==> src/rtl/pcls_pkg.sv <==
// Shared constants for the point centroid and sort block.
package pcls_pkg;

  // Width of the result coordinate ports.
  localparam int OUT_W = 24;

  // Fraction bits of the centroid result.
  localparam int FRAC_BITS = 8;

  // Result kind codes.
  localparam logic KIND_CENTROID = 1'b0;
  localparam logic KIND_POINT    = 1'b1;

endpackage

==> src/rtl/point_centroid_and_lex_sort.sv <==
// Point set loader with centroid divider and in-place insertion sort.
// Load: one point per cycle, start taken whenever busy is low.
// After the last point, the shared restoring divider handles x and then y on an NW-bit
// numerator (NW = COORD_BITS + clog2(MAX_POINTS+1) + 8); the centroid word follows.
// Sorting inserts each point in turn, shifting larger neighbors up; then the points are emitted.
// The two-port point memory sets the sort and emit pace; results cannot be stalled.
// rst_n is synchronous; it clears the sequencer, the count, the sums and the strobe.
module point_centroid_and_lex_sort
  import pcls_pkg::*;
#(
  parameter int MAX_POINTS = 32,
  parameter int COORD_BITS = 16
) (
  input  logic                         clk,
  input  logic                         rst_n,
  input  logic                         start,
  output logic                         busy,
  input  logic signed [COORD_BITS-1:0] in_point_x,
  input  logic signed [COORD_BITS-1:0] in_point_y,
  input  logic                         in_last_point,
  output logic                         out_valid,
  output logic                         out_result_kind,
  output logic signed [OUT_W-1:0]      out_x,
  output logic signed [OUT_W-1:0]      out_y,
  output logic                         out_last_result
);

  localparam int CW  = $clog2(MAX_POINTS + 1);
  localparam int IW  = $clog2(MAX_POINTS);
  localparam int SW  = COORD_BITS + CW;
  localparam int NW  = SW + FRAC_BITS;
  localparam int SCW = $clog2(NW + 1);
  localparam int MW  = 2 * COORD_BITS;
  localparam int EXW = COORD_BITS + OUT_W;

  typedef enum logic [3:0] {
    S_LOAD,
    S_DIV_LD,
    S_DIV,
    S_DIV_END,
    S_CENT,
    S_SORT_INIT,
    S_KEY,
    S_CMP,
    S_PLACE,
    S_EMIT_RD,
    S_EMIT
  } state_t;

  state_t                state_r, state_nxt;
  logic [CW-1:0]         cnt_r, cnt_nxt;
  logic signed [SW-1:0]  sum_x_r, sum_x_nxt;
  logic signed [SW-1:0]  sum_y_r, sum_y_nxt;
  logic                  div_y_r, div_y_nxt;
  logic [NW-1:0]         num_r, num_nxt;
  logic [CW-1:0]         rem_r, rem_nxt;
  logic [OUT_W-1:0]      q_r, q_nxt;
  logic                  neg_r, neg_nxt;
  logic [SCW-1:0]        step_r, step_nxt;
  logic [OUT_W-1:0]      cx_r, cx_nxt;
  logic [OUT_W-1:0]      cy_r, cy_nxt;
  logic [MW-1:0]         key_r, key_nxt;
  logic [IW-1:0]         i_r, i_nxt;
  logic [IW-1:0]         j_r, j_nxt;
  logic [IW-1:0]         k_r, k_nxt;
  logic                  out_valid_r, out_valid_nxt;
  logic                  out_kind_r, out_kind_nxt;
  logic [OUT_W-1:0]      out_x_r, out_x_nxt;
  logic [OUT_W-1:0]      out_y_r, out_y_nxt;
  logic                  out_last_r, out_last_nxt;

  // Point memory: one write and one registered read per cycle.
  logic [MW-1:0]         mem [MAX_POINTS];
  logic [MW-1:0]         rd_data_r;
  logic                  wr_en;
  logic [IW-1:0]         wr_addr;
  logic [MW-1:0]         wr_data;
  logic [IW-1:0]         rd_addr;

  logic signed [COORD_BITS-1:0] rd_x, rd_y, key_x, key_y;
  logic                  rd_gt_key;
  logic signed [EXW-1:0] ext_x, ext_y;
  logic signed [SW-1:0]  sum_sel;
  logic [SW-1:0]         mag;
  logic [CW:0]           shifted;
  logic [CW+1:0]         trial;
  logic                  borrow;
  logic [OUT_W-1:0]      quot_signed;
  logic                  accept;
  logic                  i_done;
  logic                  k_done;

  assign accept = start && (state_r == S_LOAD);

  assign rd_x  = rd_data_r[MW-1:COORD_BITS];
  assign rd_y  = rd_data_r[COORD_BITS-1:0];
  assign key_x = key_r[MW-1:COORD_BITS];
  assign key_y = key_r[COORD_BITS-1:0];

  // Comparator: x first, y breaks ties.
  assign rd_gt_key = (rd_x > key_x) || ((rd_x == key_x) && (rd_y > key_y));

  assign ext_x = EXW'(rd_x);
  assign ext_y = EXW'(rd_y);

  // Divider datapath: one restoring step per cycle on the magnitude.
  assign sum_sel = div_y_r ? sum_y_r : sum_x_r;
  assign mag     = sum_sel[SW-1] ? (~sum_sel + SW'(1)) : sum_sel;
  assign shifted = {rem_r, num_r[NW-1]};
  assign trial   = {1'b0, shifted} - {2'b00, cnt_r};
  assign borrow  = trial[CW+1];
  // Truncation toward zero: negate the magnitude quotient, modulo the port width.
  assign quot_signed = neg_r ? (~q_r + OUT_W'(1)) : q_r;

  assign i_done = (CW'(i_r) + CW'(1)) == cnt_r;
  assign k_done = (CW'(k_r) + CW'(1)) == cnt_r;

  always_comb begin
    state_nxt     = state_r;
    cnt_nxt       = cnt_r;
    sum_x_nxt     = sum_x_r;
    sum_y_nxt     = sum_y_r;
    div_y_nxt     = div_y_r;
    num_nxt       = num_r;
    rem_nxt       = rem_r;
    q_nxt         = q_r;
    neg_nxt       = neg_r;
    step_nxt      = step_r;
    cx_nxt        = cx_r;
    cy_nxt        = cy_r;
    key_nxt       = key_r;
    i_nxt         = i_r;
    j_nxt         = j_r;
    k_nxt         = k_r;
    out_valid_nxt = 1'b0;
    out_kind_nxt  = out_kind_r;
    out_x_nxt     = out_x_r;
    out_y_nxt     = out_y_r;
    out_last_nxt  = out_last_r;
    wr_en         = 1'b0;
    wr_addr       = j_r;
    wr_data       = key_r;
    rd_addr       = '0;

    unique case (state_r)
      S_LOAD: begin
        if (accept) begin
          // A point beyond capacity is dropped, but a last flag still closes the set.
          if (cnt_r < CW'(MAX_POINTS)) begin
            wr_en     = 1'b1;
            wr_addr   = cnt_r[IW-1:0];
            wr_data   = {in_point_x, in_point_y};
            cnt_nxt   = cnt_r + CW'(1);
            sum_x_nxt = sum_x_r + SW'(in_point_x);
            sum_y_nxt = sum_y_r + SW'(in_point_y);
          end
          if (in_last_point) begin
            div_y_nxt = 1'b0;
            state_nxt = S_DIV_LD;
          end
        end
      end

      S_DIV_LD: begin
        num_nxt   = {mag, {FRAC_BITS{1'b0}}};
        neg_nxt   = sum_sel[SW-1];
        rem_nxt   = '0;
        q_nxt     = '0;
        step_nxt  = SCW'(NW);
        state_nxt = S_DIV;
      end

      S_DIV: begin
        num_nxt  = {num_r[NW-2:0], 1'b0};
        rem_nxt  = borrow ? shifted[CW-1:0] : trial[CW-1:0];
        q_nxt    = {q_r[OUT_W-2:0], ~borrow};
        step_nxt = step_r - SCW'(1);
        if (step_r == SCW'(1)) begin
          state_nxt = S_DIV_END;
        end
      end

      S_DIV_END: begin
        if (div_y_r) begin
          cy_nxt    = quot_signed;
          state_nxt = S_CENT;
        end else begin
          cx_nxt    = quot_signed;
          div_y_nxt = 1'b1;
          state_nxt = S_DIV_LD;
        end
      end

      S_CENT: begin
        out_valid_nxt = 1'b1;
        out_kind_nxt  = KIND_CENTROID;
        out_x_nxt     = cx_r;
        out_y_nxt     = cy_r;
        out_last_nxt  = 1'b0;
        state_nxt     = S_SORT_INIT;
      end

      S_SORT_INIT: begin
        if (cnt_r <= CW'(1)) begin
          state_nxt = S_EMIT_RD;
        end else begin
          i_nxt     = IW'(1);
          rd_addr   = IW'(1);
          state_nxt = S_KEY;
        end
      end

      S_KEY: begin
        key_nxt   = rd_data_r;
        j_nxt     = i_r;
        rd_addr   = i_r - IW'(1);
        state_nxt = S_CMP;
      end

      S_CMP: begin
        wr_en = 1'b1;
        if (rd_gt_key) begin
          // Shift the larger neighbor up one slot and keep walking down.
          wr_data = rd_data_r;
          j_nxt   = j_r - IW'(1);
          if (j_r == IW'(1)) begin
            state_nxt = S_PLACE;
          end else begin
            rd_addr = j_r - IW'(2);
          end
        end else begin
          wr_data = key_r;
          if (i_done) begin
            state_nxt = S_EMIT_RD;
          end else begin
            i_nxt     = i_r + IW'(1);
            rd_addr   = i_r + IW'(1);
            state_nxt = S_KEY;
          end
        end
      end

      S_PLACE: begin
        wr_en   = 1'b1;
        wr_data = key_r;
        if (i_done) begin
          state_nxt = S_EMIT_RD;
        end else begin
          i_nxt     = i_r + IW'(1);
          rd_addr   = i_r + IW'(1);
          state_nxt = S_KEY;
        end
      end

      S_EMIT_RD: begin
        k_nxt     = '0;
        rd_addr   = '0;
        state_nxt = S_EMIT;
      end

      S_EMIT: begin
        out_valid_nxt = 1'b1;
        out_kind_nxt  = KIND_POINT;
        out_x_nxt     = ext_x[OUT_W-1:0];
        out_y_nxt     = ext_y[OUT_W-1:0];
        out_last_nxt  = k_done;
        if (k_done) begin
          cnt_nxt   = '0;
          sum_x_nxt = '0;
          sum_y_nxt = '0;
          state_nxt = S_LOAD;
        end else begin
          k_nxt   = k_r + IW'(1);
          rd_addr = k_r + IW'(1);
        end
      end

      default: begin
        state_nxt = S_LOAD;
      end
    endcase
  end

  always_ff @(posedge clk) begin
    if (!rst_n) begin
      state_r     <= S_LOAD;
      cnt_r       <= '0;
      sum_x_r     <= '0;
      sum_y_r     <= '0;
      div_y_r     <= 1'b0;
      out_valid_r <= 1'b0;
    end else begin
      state_r     <= state_nxt;
      cnt_r       <= cnt_nxt;
      sum_x_r     <= sum_x_nxt;
      sum_y_r     <= sum_y_nxt;
      div_y_r     <= div_y_nxt;
      out_valid_r <= out_valid_nxt;
    end
    num_r      <= num_nxt;
    rem_r      <= rem_nxt;
    q_r        <= q_nxt;
    neg_r      <= neg_nxt;
    step_r     <= step_nxt;
    cx_r       <= cx_nxt;
    cy_r       <= cy_nxt;
    key_r      <= key_nxt;
    i_r        <= i_nxt;
    j_r        <= j_nxt;
    k_r        <= k_nxt;
    out_kind_r <= out_kind_nxt;
    out_x_r    <= out_x_nxt;
    out_y_r    <= out_y_nxt;
    out_last_r <= out_last_nxt;
  end

  always_ff @(posedge clk) begin
    if (wr_en) begin
      mem[wr_addr] <= wr_data;
    end
    rd_data_r <= mem[rd_addr];
  end

  assign busy            = (state_r != S_LOAD);
  assign out_valid       = out_valid_r;
  assign out_result_kind = out_kind_r;
  assign out_x           = out_x_r;
  assign out_y           = out_y_r;
  assign out_last_result = out_last_r;

endmodule

==> config.mk <==
export PLATFORM = sky130hd
export DESIGN_NAME = point_centroid_and_lex_sort
export DESIGN_NICKNAME = d
export VERILOG_FILES = /design/src/rtl/pcls_pkg.sv /design/src/rtl/point_centroid_and_lex_sort.sv
export SDC_FILE = /design/constraint.sdc
export NUM_CORES = 2
export LEC_CHECK = 0
export ABC_AREA = 0
export BUFFER_PORTS_ARGS = -buffer_cell sky130_fd_sc_hd__buf_2
export CORE_AREA = 2 2 300 302
export CTS_CLUSTER_DIAMETER = 50
export DETAILED_ROUTE_END_ITERATION = 10
export DIE_AREA = 0 0 302 304
export PLACE_DENSITY_LB_ADDON = 0.1
export SLEW_MARGIN = 20
export SYNTH_ARGS = -nofsm -noshare
export SYNTH_HDL_FRONTEND = slang
export SYNTH_SLANG_ARGS = --single-unit
export TNS_END_PERCENT = 100
==> constraint.sdc <==
create_clock -name clk -period 7.95 [get_ports clk]
set_clock_uncertainty 0.1 [all_clocks]
set_input_delay 0.795 -clock clk [delete_from_list [all_inputs] [get_ports clk]]
set_output_delay 0.795 -clock clk [all_outputs]
set_load 0.01 [all_outputs]
==> impl_metrics.tcl <==
set metrics [dict create \
    grt_pass1_vias 34340 \
    ctsHtreeMaxLevel 4 \
    powerDensity_mw_per_mm2 287.9 \
    fp.dieW_um 302 \
    nets 4603 \
    antenna_found_initial 0 \
    insertion_delay_ns 0.77 \
    clock.fmax_mhz 184.2 \
    grt_max_degree 165 \
    post_cts_buffers 0 \
    n_antenna_cell 0 \
    synth_async_sr_flop_share 0 \
    clock-sinks 1315 \
    min_path_cells 4 \
    timing.setup.tns_ns 0 \
    finalSetupViolations 0 \
    drv_cap 0 \
    area_delta_synth_final_pct 12.19 \
    synth_nets 4513 \
    grt_pass1_wl_mm 221.0 \
    postCtsHoldBufs 0 \
    final_max_slew_viol_count 0 \
    viasPerCell 6.354 \
    required_ns 8.49 \
    synth-edff-count 1227 \
    numPortBuffers 87 \
    synthFlopType "edfxtp_1" \
    clock-root-buffer "clkbuf_16" \
    rsz0062_at_grt "no" \
    die_y_um 304 \
    cts_resized 0 \
    worst_pin_slew_ns 1.121 \
    rr_worst_depth 14 \
    hold_path_class "input pin to register" \
    ys_warn_count 0 \
    hpwlAfterDp_mm 84.24 \
    ant_nets 0 \
    min_period_ns 5.428 \
    crit_fanout 24 \
    wl_per_cell_um 26.33 \
    synth_cells 4379 \
    worstSetupPathType "register to register" \
    routed_wl_mm 151.7 \
    crit_arrival_ns 5.96 \
    max_slew_margin 0.2511 \
    grt_overflow_total 0 \
    firstDrtPassIters 7 \
    drt_iter0_drc 4975 \
    die_area_mm2 0.09181 \
    grtUsageTotal 0.3308 \
    hold_viol_final 0 \
    ys_ff_latch 1315 \
    leakage_nw 21.80 \
    drive_gt1_frac 0.1067 \
    cts_tree "yes" \
    start_kind "register" \
    via_count 36600 \
    fin_crit_sh 0.6828 \
    cts_buffers 140 \
    ir_worst_vdd_mv 0.2508 \
    gp_congestion 0.9777 \
    clk_path_buf_depth 3 \
    drc_errors 0 \
    rows 110 \
    syn_avg_cell_area_um2 12.64 \
    outcome "finished clean" \
    finish.utilization 0.6971 \
    core_mm2 0.08905 \
    synthDistinctLibCells 74 \
    ys_seq_area_frac 0.6977 \
    syn-cell-area_mm2 0.05533 \
    start_util 0.6214 \
    clk_pin_slew_ns 0.06 \
    num_io_pins 88 \
    end_kind "register" \
]
[layout make-up]
type                            instances  area, um^2
Multi-Input combinational cell       2760       15920
Clock inverter                         72       813.3
Inverter                               79       296.5
Clock buffer                          185        3796
Sequential cell                      1315       38610
Timing Repair Buffer                  173        1169
Fill cell                            6130       26970
Tap cell                             1176        1471
[critical path: stages, from the launching register on]
cell	delay (ns)
dfxtp_1	0.70
ha_1	0.38
a21oi_1	0.14
o21ai_0	0.13
a22oi_1	0.24
nand4_1	0.15
a211o_1	0.45
and3_1	0.32
a211oi_4	0.70
nand2_1	0.34
nor2_4	0.89
buf_4	0.38
a32oi_1	0.12
nand4_1	0.21
nor3_2	0.06
[stage by stage]
stage / std cells / instance area (um^2) / setup WS [ns] / total power [W] / hold WS [ns]
6_report: 5760 / 62080 / 2.522 / 0.01787 / 0.3721
5_1_grt: 5760 / 62080 / 2.388 / 0.01849 / 0.3988
4_1_cts: 5760 / 62050 / 2.606 / 0.01789 / 0.3521
3_5_place_dp: 5503 / 57440 / 2.603 / 0.01146 / 0.3746
3_3_place_gp: 5503 / 57440 / 2.669 / 0.01139 / 0.3626
2_1_floorplan: 4379 / 55330 / 2.449 / 0.01058 / 0.3306
[metal layers]
layer	part of all wire	track usage	up-vias	wire [um]
met5	0	0	-	0
met4	0.047	0.1505	0	7115
met3	0.10	0.05826	357	15880
met2	0.46	0.5131	2031	70510
met1	0.38	0.4613	17990	58170
li1	-	-	16220	-
[final timing paths]
| kind | slack (ns) | to | start |
|---|---|---|---|
| setup / recovery | 2.52 | rd_data_r[26] | rd_data_r[5] |
| hold / removal | 0.37 | div_y_r | in_last_point |
| setup reg to reg | 2.52 | rd_data_r[26] | rd_data_r[5] |
| hold reg to reg | 0.38 | sum_y_r[16] | sum_y_r[16] |
[cell usage in the layout (no fill, tap or decap), types with 20 or more instances in the layout]
master	Yosys	final
edfxtp_1	1227	1227
nand2_1	1132	1120
nand3_1	306	306
a21oi_1	179	178
clkbuf_16	0	143
mux2i_1	122	122
a32oi_1	100	100
ha_1	95	95
dfxtp_1	88	88
buf_2	68	87
nor2_1	127	86
buf_4	3	79
inv_1	77	77
o21ai_0	78	77
xnor2_1	76	76
a22oi_1	63	63
nand4_1	46	46
and3_1	45	45
xor2_1	42	42
nor2b_1	40	40
nor2_4	0	39
or4_1	36	36
clkbuf_1	136	36
nor3_1	35	32
and2_1	31	30
nor3_2	23	26
clkinv_2	0	22
a21o_1	20	20
[synthesized netlist by cell type (18+ instances only)]
master,number,share of area
nand2_1,1132,0.077
clkbuf_1,136,0.0092
xor2_1,42,0.0066
mux2i_1,122,0.022
nand3_1,306,0.028
nor3_1,35,0.0032
buf_2,68,0.0062
and2_1,31,0.0035
nor3_2,23,0.0042
ha_1,95,0.021
dfxtp_1,88,0.032
o21ai_0,78,0.0071
a32oi_1,100,0.016
xnor2_1,76,0.012
a21oi_1,179,0.016
and3_1,45,0.0051
a22oi_1,63,0.0085
nor2b_1,40,0.0045
buf_1,18,0.0012
a31oi_1,19,0.0021
nor2_1,127,0.0086
or4_1,36,0.0049
edfxtp_1,1227,0.67
a21o_1,20,0.0027
nand4_1,46,0.0052
inv_1,77,0.0052
[where the power goes]
group	leakage [nW]	switching [W]	total [W]	internal, W
clock network	2.25	0.00271	0.00650	0.00379
registers	11.8	0.000294	0.00887	0.00858
logic	7.72	0.00176	0.00250	0.000738
[flip-flops by register name, indices dropped and copies added, names as in the netlist, 4 cells and up]
signal and flops:
cnt_r 6, cx_r 24, cy_r 24, i_r 5
j_r 5, k_r 5, key_r 32, mem 1024
num_r 22, out_x 24, out_y 24, q_r 24
rd_data_r 32, rem_r 6, state_r 4, step_r 5
sum_x_r 22, sum_y_r 22
[kinds of logic after synthesis]
family | Yosys count | share of synthesized area
and+or+nand+nor | 1875 | 0.1507
DFF | 1315 | 0.6977
AOI/OAI and AO/OA | 544 | 0.06524
buffers and inverters | 304 | 0.02236
muxes | 124 | 0.02248
xor gates and xnor gates | 119 | 0.01897
adders and majority gates | 98 | 0.02257
Note: power is estimated with default switching activity, not from simulation.
